## src/hw/rtl/frml_pkg.sv

```systemverilog
// ----------------------------------------------------------------------------
// frml_pkg
// Shared types and constants of the frame rate meter and limiter.
// ----------------------------------------------------------------------------
package frml_pkg;

  localparam int unsigned TS_W        = 32;
  localparam int unsigned FT_W        = 16;
  localparam int unsigned FPS_W       = 18;
  localparam int unsigned DELAY_W     = 10;
  localparam int unsigned CAP_W       = 10;
  localparam int unsigned OUT_TDATA_W = 48;
  localparam int unsigned APB_DATA_W  = 32;
  localparam int unsigned APB_ADDR_W  = 3;

  localparam logic [FPS_W-1:0]   FPS_DEFAULT_Q8 = 18'd15360;
  localparam logic [FPS_W-1:0]   FPS_MAX_Q8     = 18'd256000;
  localparam int unsigned        FPS_SCALE      = 256000;
  localparam int unsigned        PERIOD_NUM     = 1000;
  localparam int unsigned        PERIOD_NUM_W   = 10;
  localparam logic [CAP_W-1:0]   MAX_FPS_RESET  = 10'd60;
  localparam logic [FT_W-1:0]    FT_SAT         = 16'hFFFF;

  // event kinds
  localparam logic ACT_BEGIN = 1'b0;
  localparam logic ACT_END   = 1'b1;

  // register index, taken from paddr[2]
  localparam logic REG_MAX_FPS = 1'b0;

  typedef struct packed {
    logic capture;
    logic ring_update;
    logic div_period_start;
    logic delay_store;
    logic div_fps_start;
    logic fps_default;
    logic fps_store;
    logic load_out;
  } frml_cmd_t;

  typedef struct packed {
    logic in_is_end;
    logic total_zero;
    logic div_done;
  } frml_sts_t;

endpackage

```

## src/hw/rtl/frml_ram.sv

```systemverilog
// ----------------------------------------------------------------------------
// frml_ram
// Generic single write port, single read port RAM with registered read.
// ----------------------------------------------------------------------------
module frml_ram #(
  parameter int unsigned WIDTH = 16,
  parameter int unsigned DEPTH = 10,
  parameter int unsigned AW    = (DEPTH > 1) ? $clog2(DEPTH) : 1
) (
  input  logic             clk_i,
  input  logic             we_i,
  input  logic [AW-1:0]    waddr_i,
  input  logic [WIDTH-1:0] wdata_i,
  input  logic             re_i,
  input  logic [AW-1:0]    raddr_i,
  output logic [WIDTH-1:0] rdata_o
);

  logic [WIDTH-1:0] mem_q [DEPTH];
  logic [WIDTH-1:0] rdata_q;

  always_ff @(posedge clk_i) begin
    if (we_i) begin
      mem_q[waddr_i] <= wdata_i;
    end
    if (re_i) begin
      rdata_q <= mem_q[raddr_i];
    end
  end

  assign rdata_o = rdata_q;

endmodule

```

## src/hw/rtl/frml_div.sv

```systemverilog
// ----------------------------------------------------------------------------
// frml_div
// Restoring divider, one quotient bit per cycle, run for a given bit count.
// ----------------------------------------------------------------------------
module frml_div #(
  parameter int unsigned DW    = 22,
  parameter int unsigned VW    = 20,
  parameter int unsigned CNT_W = $clog2(DW + 1)
) (
  input  logic             clk_i,
  input  logic             rst_ni,
  input  logic             start_i,
  input  logic [DW-1:0]    dividend_i,
  input  logic [VW-1:0]    divisor_i,
  input  logic [CNT_W-1:0] iters_i,
  output logic             done_o,
  output logic [DW-1:0]    quot_o
);

  logic [DW-1:0]    quot_q;
  logic [VW:0]      rem_q;
  logic [VW-1:0]    dvsr_q;
  logic [CNT_W-1:0] cnt_q;
  logic             busy_q;
  logic             done_q;
  logic [VW:0]      rem_shift;
  logic [VW+1:0]    trial;

  assign rem_shift = {rem_q[VW-1:0], quot_q[DW-1]};
  assign trial     = {1'b0, rem_shift} - {2'b00, dvsr_q};

  always_ff @(posedge clk_i or negedge rst_ni) begin
    if (!rst_ni) begin
      busy_q <= 1'b0;
      done_q <= 1'b0;
      cnt_q  <= '0;
    end else begin
      done_q <= 1'b0;
      if (start_i) begin
        busy_q <= 1'b1;
        cnt_q  <= iters_i;
      end else if (busy_q) begin
        cnt_q <= cnt_q - CNT_W'(1);
        if (cnt_q == CNT_W'(1)) begin
          busy_q <= 1'b0;
          done_q <= 1'b1;
        end
      end
    end
  end

  always_ff @(posedge clk_i) begin
    if (start_i) begin
      quot_q <= dividend_i;
      rem_q  <= '0;
      dvsr_q <= divisor_i;
    end else if (busy_q) begin
      if (!trial[VW+1]) begin
        rem_q  <= trial[VW:0];
        quot_q <= {quot_q[DW-2:0], 1'b1};
      end else begin
        rem_q  <= rem_shift;
        quot_q <= {quot_q[DW-2:0], 1'b0};
      end
    end
  end

  assign done_o = done_q;
  assign quot_o = quot_q;

endmodule

```

## src/hw/rtl/frml_dpath.sv

```systemverilog
// ----------------------------------------------------------------------------
// frml_dpath
// Datapath: timestamps, frame time ring, running total, divider and results.
// ----------------------------------------------------------------------------
module frml_dpath #(
  parameter int unsigned WINDOW_SIZE = 10
) (
  input  logic                              clk_i,
  input  logic                              rst_ni,
  input  frml_pkg::frml_cmd_t               cmd_i,
  output frml_pkg::frml_sts_t               sts_o,
  input  logic [frml_pkg::CAP_W-1:0]        max_fps_i,
  input  logic                              action_i,
  input  logic [frml_pkg::TS_W-1:0]         timestamp_i,
  output logic [frml_pkg::FT_W-1:0]         frame_time_o,
  output logic [frml_pkg::FPS_W-1:0]        fps_o,
  output logic [frml_pkg::DELAY_W-1:0]      delay_o
);
  import frml_pkg::*;

  localparam int unsigned SLOT_W = (WINDOW_SIZE > 1) ? $clog2(WINDOW_SIZE) : 1;
  localparam int unsigned FILL_W = $clog2(WINDOW_SIZE + 1);
  localparam int unsigned TOT_W  = $clog2(WINDOW_SIZE * 65535 + 1);
  localparam int unsigned NUM_W  = $clog2(FPS_SCALE * WINDOW_SIZE + 1);
  localparam int unsigned VW     = (TOT_W > CAP_W) ? TOT_W : CAP_W;
  localparam int unsigned CNT_W  = $clog2(NUM_W + 1);

  logic [TS_W-1:0]    start_q;
  logic [TS_W-1:0]    prev_q;
  logic               have_prev_q;
  logic [TS_W-1:0]    now_q;
  logic [FT_W-1:0]    delta_q;
  logic [SLOT_W-1:0]  slot_q;
  logic [FILL_W-1:0]  filled_q;
  logic [TOT_W-1:0]   total_q;
  logic [FPS_W-1:0]   fps_q;
  logic [DELAY_W-1:0] delay_q;
  logic [FT_W-1:0]    out_ft_q;
  logic [FPS_W-1:0]   out_fps_q;
  logic [DELAY_W-1:0] out_delay_q;

  logic [TS_W-1:0]    diff;
  logic [FT_W-1:0]    delta_d;
  logic               full;
  logic [FT_W-1:0]    ring_rdata;
  logic [TOT_W-1:0]   total_d;
  logic [CAP_W-1:0]   cap;
  logic               div_start;
  logic [NUM_W-1:0]   div_dividend;
  logic [VW-1:0]      div_divisor;
  logic [CNT_W-1:0]   div_iters;
  logic               div_done;
  logic [NUM_W-1:0]   div_quot;
  logic [CAP_W-1:0]   period;
  logic [TS_W-1:0]    elapsed;

  assign diff    = timestamp_i - prev_q;
  assign delta_d = !have_prev_q ? '0 : ((|diff[TS_W-1:FT_W]) ? FT_SAT : diff[FT_W-1:0]);
  assign full    = (filled_q == FILL_W'(WINDOW_SIZE));
  assign total_d = total_q - (full ? TOT_W'(ring_rdata) : '0) + TOT_W'(delta_q);
  assign cap     = (max_fps_i == '0) ? CAP_W'(1) : max_fps_i;
  assign period  = div_quot[CAP_W-1:0];
  assign elapsed = now_q - start_q;

  frml_ram #(
    .WIDTH (FT_W),
    .DEPTH (WINDOW_SIZE),
    .AW    (SLOT_W)
  ) u_ring (
    .clk_i   (clk_i),
    .we_i    (cmd_i.ring_update),
    .waddr_i (slot_q),
    .wdata_i (delta_q),
    .re_i    (cmd_i.capture),
    .raddr_i (slot_q),
    .rdata_o (ring_rdata)
  );

  always_comb begin
    div_start    = cmd_i.div_period_start | cmd_i.div_fps_start;
    div_dividend = NUM_W'(FPS_SCALE) * NUM_W'(filled_q);
    div_divisor  = VW'(total_q);
    div_iters    = CNT_W'(NUM_W);
    if (cmd_i.div_period_start) begin
      div_dividend = NUM_W'(PERIOD_NUM) << (NUM_W - PERIOD_NUM_W);
      div_divisor  = VW'(cap);
      div_iters    = CNT_W'(PERIOD_NUM_W);
    end
  end

  frml_div #(
    .DW    (NUM_W),
    .VW    (VW),
    .CNT_W (CNT_W)
  ) u_div (
    .clk_i      (clk_i),
    .rst_ni     (rst_ni),
    .start_i    (div_start),
    .dividend_i (div_dividend),
    .divisor_i  (div_divisor),
    .iters_i    (div_iters),
    .done_o     (div_done),
    .quot_o     (div_quot)
  );

  // control state
  always_ff @(posedge clk_i or negedge rst_ni) begin
    if (!rst_ni) begin
      start_q     <= '0;
      prev_q      <= '0;
      have_prev_q <= 1'b0;
      slot_q      <= '0;
      filled_q    <= '0;
      total_q     <= '0;
    end else begin
      if (cmd_i.capture) begin
        if (action_i == ACT_BEGIN) begin
          start_q <= timestamp_i;
        end else begin
          prev_q      <= timestamp_i;
          have_prev_q <= 1'b1;
        end
      end
      if (cmd_i.ring_update) begin
        total_q <= total_d;
        if (!full) begin
          filled_q <= filled_q + FILL_W'(1);
        end
        slot_q <= (slot_q == SLOT_W'(WINDOW_SIZE - 1)) ? '0 : slot_q + SLOT_W'(1);
      end
    end
  end

  // payload
  always_ff @(posedge clk_i) begin
    if (cmd_i.capture && action_i == ACT_END) begin
      now_q   <= timestamp_i;
      delta_q <= delta_d;
    end
    if (cmd_i.delay_store) begin
      delay_q <= (elapsed < TS_W'(period)) ? DELAY_W'(period - elapsed[CAP_W-1:0]) : '0;
    end
    if (cmd_i.fps_default) begin
      fps_q <= FPS_DEFAULT_Q8;
    end else if (cmd_i.fps_store) begin
      fps_q <= (div_quot > NUM_W'(FPS_MAX_Q8)) ? FPS_MAX_Q8 : div_quot[FPS_W-1:0];
    end
    if (cmd_i.load_out) begin
      out_ft_q    <= delta_q;
      out_fps_q   <= fps_q;
      out_delay_q <= delay_q;
    end
  end

  assign sts_o.in_is_end  = (action_i == ACT_END);
  assign sts_o.total_zero = (total_q == '0);
  assign sts_o.div_done   = div_done;

  assign frame_time_o = out_ft_q;
  assign fps_o        = out_fps_q;
  assign delay_o      = out_delay_q;

endmodule

```

## src/hw/rtl/frml_ctrl.sv

```systemverilog
// ----------------------------------------------------------------------------
// frml_ctrl
// Controller: sequences ring update, the period division, the frame rate division
// unless the window total is zero, and the result stage.
module frml_ctrl (
  input  logic                clk_i,
  input  logic                rst_ni,
  input  logic                s_tvalid_i,
  output logic                s_tready_o,
  output logic                m_tvalid_o,
  input  logic                m_tready_i,
  input  frml_pkg::frml_sts_t sts_i,
  output frml_pkg::frml_cmd_t cmd_o
);
  import frml_pkg::*;

  typedef enum logic [2:0] {
    ST_IDLE,
    ST_UPDATE,
    ST_DIV_PERIOD,
    ST_DIV_FPS,
    ST_OUTPUT
  } state_e;

  state_e state_q;
  logic   out_valid_q;
  logic   accept;
  logic   out_free;

  assign accept   = s_tvalid_i && (state_q == ST_IDLE);
  assign out_free = !out_valid_q || m_tready_i;

  always_comb begin
    cmd_o                  = '0;
    cmd_o.capture          = accept;
    cmd_o.ring_update      = (state_q == ST_UPDATE);
    cmd_o.div_period_start = (state_q == ST_UPDATE);
    if (state_q == ST_DIV_PERIOD && sts_i.div_done) begin
      cmd_o.delay_store   = 1'b1;
      cmd_o.fps_default   = sts_i.total_zero;
      cmd_o.div_fps_start = !sts_i.total_zero;
    end
    cmd_o.fps_store = (state_q == ST_DIV_FPS) && sts_i.div_done;
    cmd_o.load_out  = (state_q == ST_OUTPUT) && out_free;
  end

  always_ff @(posedge clk_i or negedge rst_ni) begin
    if (!rst_ni) begin
      state_q     <= ST_IDLE;
      out_valid_q <= 1'b0;
    end else begin
      if (cmd_o.load_out) begin
        out_valid_q <= 1'b1;
      end else if (m_tready_i) begin
        out_valid_q <= 1'b0;
      end
      unique case (state_q)
        ST_IDLE: begin
          if (accept && sts_i.in_is_end) begin
            state_q <= ST_UPDATE;
          end
        end
        ST_UPDATE: begin
          state_q <= ST_DIV_PERIOD;
        end
        ST_DIV_PERIOD: begin
          if (sts_i.div_done) begin
            state_q <= sts_i.total_zero ? ST_OUTPUT : ST_DIV_FPS;
          end
        end
        ST_DIV_FPS: begin
          if (sts_i.div_done) begin
            state_q <= ST_OUTPUT;
          end
        end
        ST_OUTPUT: begin
          if (out_free) begin
            state_q <= ST_IDLE;
          end
        end
        default: begin
          state_q <= ST_IDLE;
        end
      endcase
    end
  end

  assign s_tready_o = (state_q == ST_IDLE);
  assign m_tvalid_o = out_valid_q;

endmodule

```

## src/hw/rtl/frame_rate_meter_limiter_unit.sv

```systemverilog
// ----------------------------------------------------------------------------
// frame_rate_meter_limiter_unit
// Frame rate meter over a ring of recent frame times, with a limiter delay.
// ----------------------------------------------------------------------------
// begin event: taken with no result
// end event: result passes through ST_UPDATE, ST_DIV_PERIOD, ST_DIV_FPS and ST_OUTPUT,
//   skipping ST_DIV_FPS when the window total is zero; the bit-serial divider runs for the
//   period and then the frame rate; a stalled output register adds its wait
// one event at a time; the next is taken while a result waits
// rst_ni clears all control state and sets max_fps to 60; ring contents need no reset
module frame_rate_meter_limiter_unit #(
  parameter int unsigned WINDOW_SIZE = 10
) (
  input  logic                                clk_i,
  input  logic                                rst_ni,
  // request in
  input  logic                                s_axis_tvalid,
  output logic                                s_axis_tready,
  input  logic [frml_pkg::TS_W-1:0]           s_axis_tdata,  // timestamp_ms
  input  logic                                s_axis_tuser,  // action
  // result out
  output logic                                m_axis_tvalid,
  input  logic                                m_axis_tready,
  output logic [frml_pkg::OUT_TDATA_W-1:0]    m_axis_tdata,  // frame_time_ms, fps_q8, delay_ms
  // configuration
  input  logic                                psel,
  input  logic                                penable,
  input  logic                                pwrite,
  input  logic [frml_pkg::APB_ADDR_W-1:0]     paddr,
  input  logic [frml_pkg::APB_DATA_W-1:0]     pwdata,
  output logic [frml_pkg::APB_DATA_W-1:0]     prdata,
  output logic                                pready
);
  import frml_pkg::*;

  logic [CAP_W-1:0]   max_fps_q;
  frml_cmd_t          cmd;
  frml_sts_t          sts;
  logic [FT_W-1:0]    frame_time;
  logic [FPS_W-1:0]   fps;
  logic [DELAY_W-1:0] delay;

  always_ff @(posedge clk_i or negedge rst_ni) begin
    if (!rst_ni) begin
      max_fps_q <= MAX_FPS_RESET;
    end else if (psel && penable && pwrite && paddr[2] == REG_MAX_FPS) begin
      max_fps_q <= pwdata[CAP_W-1:0];
    end
  end

  assign pready = 1'b1;
  assign prdata = (paddr[2] == REG_MAX_FPS) ? APB_DATA_W'(max_fps_q) : '0;

  frml_ctrl u_ctrl (
    .clk_i      (clk_i),
    .rst_ni     (rst_ni),
    .s_tvalid_i (s_axis_tvalid),
    .s_tready_o (s_axis_tready),
    .m_tvalid_o (m_axis_tvalid),
    .m_tready_i (m_axis_tready),
    .sts_i      (sts),
    .cmd_o      (cmd)
  );

  frml_dpath #(
    .WINDOW_SIZE (WINDOW_SIZE)
  ) u_dpath (
    .clk_i        (clk_i),
    .rst_ni       (rst_ni),
    .cmd_i        (cmd),
    .sts_o        (sts),
    .max_fps_i    (max_fps_q),
    .action_i     (s_axis_tuser),
    .timestamp_i  (s_axis_tdata),
    .frame_time_o (frame_time),
    .fps_o        (fps),
    .delay_o      (delay)
  );

  assign m_axis_tdata = {4'b0000, delay, fps, frame_time};

endmodule

```

## config.mk

```make
export PLATFORM = sky130hd
export DESIGN_NAME = frame_rate_meter_limiter_unit
export DESIGN_NICKNAME = d
export VERILOG_FILES = /design/src/hw/rtl/frml_pkg.sv /design/src/hw/rtl/frml_ram.sv /design/src/hw/rtl/frml_div.sv /design/src/hw/rtl/frml_dpath.sv /design/src/hw/rtl/frml_ctrl.sv /design/src/hw/rtl/frame_rate_meter_limiter_unit.sv
export SDC_FILE = /design/constraint.sdc
export NUM_CORES = 1
export LEC_CHECK = 0
export ABC_AREA = 1
export CORE_ASPECT_RATIO = 2
export CORE_MARGIN = 2
export CORE_UTILIZATION = 40
export CTS_BUF_LIST = sky130_fd_sc_hd__clkbuf_16
export DETAILED_ROUTE_END_ITERATION = 10
export DONT_BUFFER_PORTS = 1
export GPL_ROUTABILITY_DRIVEN = 0
export PLACE_DENSITY = 0.65
export SETUP_SLACK_MARGIN = 0.4
export SYNTH_ARGS = -nofsm -noshare
export SYNTH_HDL_FRONTEND = slang
export SYNTH_SLANG_ARGS = --single-unit
```

## constraint.sdc

```tcl
create_clock -name clk_i -period 8.52 [get_ports clk_i]
set_input_delay 0.852 -clock clk_i [delete_from_list [all_inputs] [get_ports clk_i]]
set_output_delay 0.852 -clock clk_i [all_outputs]
set_load 0.01 [all_outputs]
```

== Yosys cells after proc, flatten, opt, wreduce, memory -nomap -nowiden ==
Memories as Yosys holds them, arrays and structs flattened. A register that Yosys moved wholly into a read port is not among the register bits.
Cells that the tools add are included.
Word-level totals
  output and inout port bits: 83
  input bits: 75
  bits in read-only memories: 0
  logic and storage cells: 104
  latch bits: 0
  memories kept: 1
  register bits: 296
  bits in writable memories: 160
Memories
  u_dpath.u_ring.mem_q: words 10, width 16, rd ports 1, clocked after Yosys merged registers in 1, write ports 1, RTL line frml_ram.sv:19  | logic [WIDTH-1:0] mem_q [DEPTH];
Cells by class
  add/sub/neg operators: 9
  $lt $le $gt $ge: 2
  reduce and logical (&&, ||, !) cells: 21
  equal/unequal tests: 11
  $mul: 1
  bitwise gates (word level): 4
  div/mod/pow operators: 0
  multiplexer cells: 32
  shift-type cells: 0
Operators by type and width (count)
  $mux W22: 3
  $sub A32 B32 Y32: 2
  $lt A32 B10 Y1: 1
  $mux W16: 2
  $mux W10: 3
  $gt A22 B18 Y1 const B: 1
  $sub A21 B20 Y22: 1
  $add A20 B16 Y20: 1
  $logic_not A20 Y1: 1
  $mux W20: 1
  $sub A20 B16 Y20: 1
  $mux W18: 1
  $mux W3: 6
  $reduce_or A16 Y1: 1
  $mux W5: 3
  $pmux W3 S5: 1
  $mul A7 B4 Y11 const A: 1
  $mux W1: 11
  $logic_not A10 Y1: 1
  $sub A10 B10 Y10: 1
  $add A4 B1 Y4 const B: 2
  $eq A4 B4 Y1 const B: 2
  $logic_and A1 B1 Y1: 8
  $ne A2 B1 Y1 const B: 4
  other kinds (14): 21

== Longest topological paths before layout ==
  depth in word-level cells: 5
  depth in mapped cells: 23
  gate-level depth less buffers: 23

== Cells and area by module ==
A second synthesis with hierarchy kept.
Unflattened totals
  cell total of the unflattened synthesis: 3606
  area, all modules: 28628.7 µm²
By module, submodules not included
  frml_dpath: area each 15974.1 µm², instances 1, sequential area each 5750.5 µm², cells an instance 2217
  frml_ram: area each 7294.5 µm², instances 1, sequential area each 5285.1 µm², cells an instance 648
  frml_div: area each 4332.9 µm², instances 1, sequential area each 1836.8 µm², cells an instance 601
  frame_rate_meter_limiter_unit: area each 713.2 µm², instances 1, sequential area each 255.2 µm², cells an instance 97
  frml_ctrl: area each 314.1 µm², instances 1, sequential area each 100.1 µm², cells an instance 43

== Worst setup path after synthesis ==
Ideal clock, no wire load.
  kind: input port to flip-flop
  from: in s_axis_tvalid
  to: reg u_dpath.delta_q[0], enable pin
  path buffers: 1
  required time: 8091 ps
  path slack: 5005 ps
  library setup time: 429 ps
  stages on the path: 5
  arrival: 3086 ps
  cell sequence: nand2_1 > inv_1 > nand2_1 > inv_2 > clkbuf_1
RTL lines
  start: declaration: RTL line frame_rate_meter_limiter_unit.sv:17  | input logic s_axis_tvalid,
  end signal: assignment: RTL line frml_dpath.sv:138  | delta_q <= delta_d;
  end: declaration: RTL line frml_dpath.sv:32  | logic [FT_W-1:0] delta_q;

== Worst setup path after layout ==
  from: reg u_dpath.filled_q[0]
  to: reg u_dpath.total_q[14]
Between the ends
  word-level cells in the longest chain between the ends: 4
RTL lines
  start: declaration: RTL line frml_dpath.sv:34  | logic [FILL_W-1:0] filled_q;
  start signal: assignment: RTL line frml_dpath.sv:127  | filled_q <= filled_q + FILL_W'(1);
  $eq A4 B4 Y1: RTL line frml_dpath.sv:59  | assign full = (filled_q == FILL_W'(WINDOW_SIZE));
  $mux W16: RTL line frml_dpath.sv:60  | assign total_d = total_q - (full ? TOT_W'(ring_rdata) : '0) + TOT_W'(delta_q);
  $sub A20 B16 Y20: RTL line frml_dpath.sv:60
  $add A20 B16 Y20: RTL line frml_dpath.sv:60
  end signal: assignment: RTL line frml_dpath.sv:125  | total_q <= total_d;
  end: declaration: RTL line frml_dpath.sv:35  | logic [TOT_W-1:0] total_q;
No other way between the ends.
A chain may end at the register's enable or synchronous reset.

==> flow_metrics.py <==
metrics = {
    "timing": {
        "max_freq_mhz": 225,
        "post-route-period-util_pct": 52.1,
        "hold_viol": 0,
        "relSlewSlack_pct": 31.4,
        "slew_viol_final": 0,
        "rsz0062_at_grt": "no",
        "setup_viol": 0,
        "tightestPinTransition_ps": 1030,
        "period_needed_ps": 4440,
        "tns_ps": 0,
        "skew_ps": 18.9,
    },
    "power_and_ir_drop": {
        "power.density_nw_per_um2": 395,
        "irDropWorstVdd_uv": 239,
        "p_leak_nw": 13.3,
        "total_power_mw": 11.5,
    },
    "clocking": {
        "cts.sinks": 472,
        "cts_max_level": 2,
        "ctsHoldBuffers": 1,
        "cts.clk_slew.worst_paths_ps": 70,
        "cts_tree": "yes",
        "clk_latency_ps": 600,
        "clock-root-buffer": "clkbuf_16",
        "clk_path_buf_depth": 3,
        "numCtsBuffers": 44,
        "cts_resized": 0,
        "post_cts.repair.setup_buffers": 0,
    },
    "yosys": {
        "yosysSeqAreaShare_pct": 49.4,
        "async_reset_ff_share_pct": 24.2,
        "yosys.area.top_type": "edfxtp_1",
        "synth_cells": 3123,
        "synthTopCellsByCount": "nand2_1 (815), inv_1 (543), edfxtp_1 (320)",
        "ys_top_cells_by_area": "edfxtp_1 (36%), nand2_1 (11%), dfrtp_1 (10%)",
        "ys_ff_latch": 472,
        "syn-mean-instance-area_um2": 8.58,
        "synth-main-ff-cell": "edfxtp_1",
        "synth.most_common_cell": "nand2_1",
        "netlist-cell-type-count": 57,
        "mappedNetlistArea_um2": 26800,
        "synth_edf_count": 320,
        "synth_top_area_share_pct": 35.9,
        "synth_warnings": 0,
    },
    "final_layout": {
        "drive_gt1_share_pct": 5.28,
        "syn2layout_area_growth_pct": 8.98,
        "nets": 3369,
        "multi_input_area_um2": 11100,
        "seqCellArea_um2": 13200,
        "diodes": 0,
        "fill_cells": 6504,
    },
    "setup_path": {
        "worstPathRequired_ps": 9040,
        "r2r_cells": 20,
        "cp-start-kind": "flop",
        "cpLargestDelayFamily": "simple AND/OR/NAND/NOR gates",
        "cp_cell_sequence": "inv_1 > ha_1 > nand2_1 > nor2_1 > ha_1 > inv_1 > ha_1 > inv_1 > fa_1 > inv_1 > nand3_1 > nand2_1 > a21oi_1 > o21ai_0 > nand3_1 > nand2_1 > a21oi_1 > nand2_1 > nand2_1 > o21ai_0",
        "r2r_slack_ps": 4080,
        "worstSetupEndpointType": "flop",
        "cp.buffers_inverters": 4,
        "arrival_ps": 4960,
        "worstPathMaxFanout": 18,
        "cp_common_cell": "nand2_1",
        "slowest_stage": "dfrtp_1",
        "rr_startpoint": "u_dpath.filled_q[0]$_DFFE_PN0P_",
        "r2r_end": "u_dpath.total_q[14]$_DFFE_PN0P_",
        "crit_type": "reg -> reg",
        "max_stage_delay_ps": 500,
    },
    "drt": {
        "drc_errors": 0,
        "num_vias": 20200,
        "drt-initial-drc-count": 1218,
        "first_pass_iters": 8,
        "postRouteAntennaNets": 0,
        "routed_wl_um": 68600,
        "via_per_inst": 4.99,
        "wl_per_cell_um": 17.0,
    },
    "floorplan": {
        "io_pins": 158,
        "initial_core_util_pct": 40.3,
        "fp.dieArea_um2": 69200,
        "dieWidth_um": 187,
        "rows": 134,
        "coreArea_um2": 66600,
        "die_h_um": 370,
    },
    "flow_run": {
        "maxCapViolCount": 0,
    },
    "grt": {
        "gr-total-overflow": 0,
        "grt_pass1_wl_um": 107000,
        "grt_max_degree": 111,
        "antenna_found_initial": 0,
        "grt_pass1_vias": 20200,
        "grt_use_total_pct": 19.9,
    },
    "status": {
        "status": "complete, no violations",
    },
    "placed_design": {
        "hpwl_um": 51300,
        "port_buffers": 0,
    },
    "min_path": {
        "hold_path.class": "in -> async",
    },
}
## flip-flops by register name, indices dropped and copies added, names as in the netlist, 10 cells and up
| signal | cells |
|---|---|
| u_dpath.u_ring.rdata_o | 16 |
| u_dpath.fps_o | 18 |
| u_dpath.prev_q | 32 |
| u_dpath.frame_time_o | 16 |
| u_dpath.u_ring.mem_q | 160 |
| u_dpath.delay_q | 10 |
| u_dpath.start_q | 32 |
| u_dpath.total_q | 20 |
| u_dpath.delay_o | 10 |
| u_dpath.u_div.rem_q | 20 |
| u_dpath.u_div.dvsr_q | 20 |
| u_dpath.fps_q | 18 |
| u_dpath.delta_q | 16 |
| u_dpath.now_q | 32 |
| u_dpath.u_div.quot_o | 22 |
| max_fps_q | 10 |
## routing by layer
metal / routed length [µm] / global-route usage (%) / up-vias
met5: 0 / 0 / -
met4: 4170 / 11.4 / 0
met3: 2980 / 3.10 / 210
met2: 38100 / 40.0 / 496
met1: 23300 / 18.7 / 9435
li1: - / - / 10000
## metrics by stage
stage	area, µm²	setup WS [ps]	cells	utilization [%]	hold slack (ps)
finish	29200	4080	4045	43.9	108
global route	29200	3730	4045	43.9	83.7
CTS	29200	4070	4045	43.9	76.5
detailed placement	27700	4070	3963	41.7	405
global placement	27700	4110	3963	41.7	404
floorplan	26900	5000	3148	-	400
## cells in the final DEF, fill, tap and decap left out, drive strengths merged, types with 2 or more instances in the layout
cell type  count
nand2        835
inv          562
edfxtp       320
nor2         256
nand3        194
o21ai        157
ha           141
a21oi        131
dfrtp        110
clkbuf        45
dfxtp         38
xor2          34
o211ai        34
a22oi         33
xnor2         32
buf           28
nor3          28
fa            27
conb          27
nand4         26
clkinv        13
o21a          10
o21bai         8
nor4           8
and2           7
a21o           7
nand3b         7
bufinv         6
or2            4
o31ai          4
clkinvlp       4
dfstp          4
o22ai          3
a31oi          3
a211oi         3
a22o           2
nor3b          2
## area by class of cell
class	instances	share of cell area, %
Clock buffer	45	3.86
Sequential cell	472	45.3
Multi-Input combinational cell	2031	38.1
Clock inverter	36	1.11
Inverter	549	7.07
Timing Repair Buffer	28	0.788
Tap cell	884	3.79
## how the worst max path moves through the flow
stage	from	to	slack, ps	depth (start not counted)
2_1_floorplan	s_axis_tvalid	u_dpath.delta_q[0]$_SDFFCE_PN0P_	5000	5
3_3_place_gp	u_dpath.filled_q[0]$_DFFE_PN0P_	u_dpath.total_q[12]$_DFFE_PN0P_	4110	18
3_5_place_dp	u_dpath.filled_q[0]$_DFFE_PN0P_	u_dpath.total_q[12]$_DFFE_PN0P_	4070	18
4_1_cts	u_dpath.filled_q[0]$_DFFE_PN0P_	u_dpath.total_q[12]$_DFFE_PN0P_	4070	18
5_1_grt	u_dpath.filled_q[0]$_DFFE_PN0P_	u_dpath.total_q[12]$_DFFE_PN0P_	3730	18
6_report	u_dpath.filled_q[0]$_DFFE_PN0P_	u_dpath.total_q[14]$_DFFE_PN0P_	4080	20
## kinds of logic (layout without fill, tap and decap cells)
family                     Yosys count  count (layout)  synth area share [%]
muxes                                1               1                0.0420
other                                2              27                0.0280
buffers and inverters              645             658                  9.65
DFF                                472             472                  49.4
xor gates and xnor gates            66              66                  2.16
adders and majority gates          168             168                  8.60
AOI/OAI and AO/OA                  401             401                  8.55
and+or+nand+nor                   1368            1368                  21.6
## power by group
group | leakage [nW] | switching [mW] | internal, mW | total (mW)
combinational | 8.05 | 3.94 | 2.09 | 6.03
clock | 0.740 | 0.893 | 1.14 | 2.04
sequential | 4.53 | 0.379 | 3.10 | 3.48
total | 13.3 | 5.21 | 6.33 | 11.5
(Power assumes the default switching activity.)
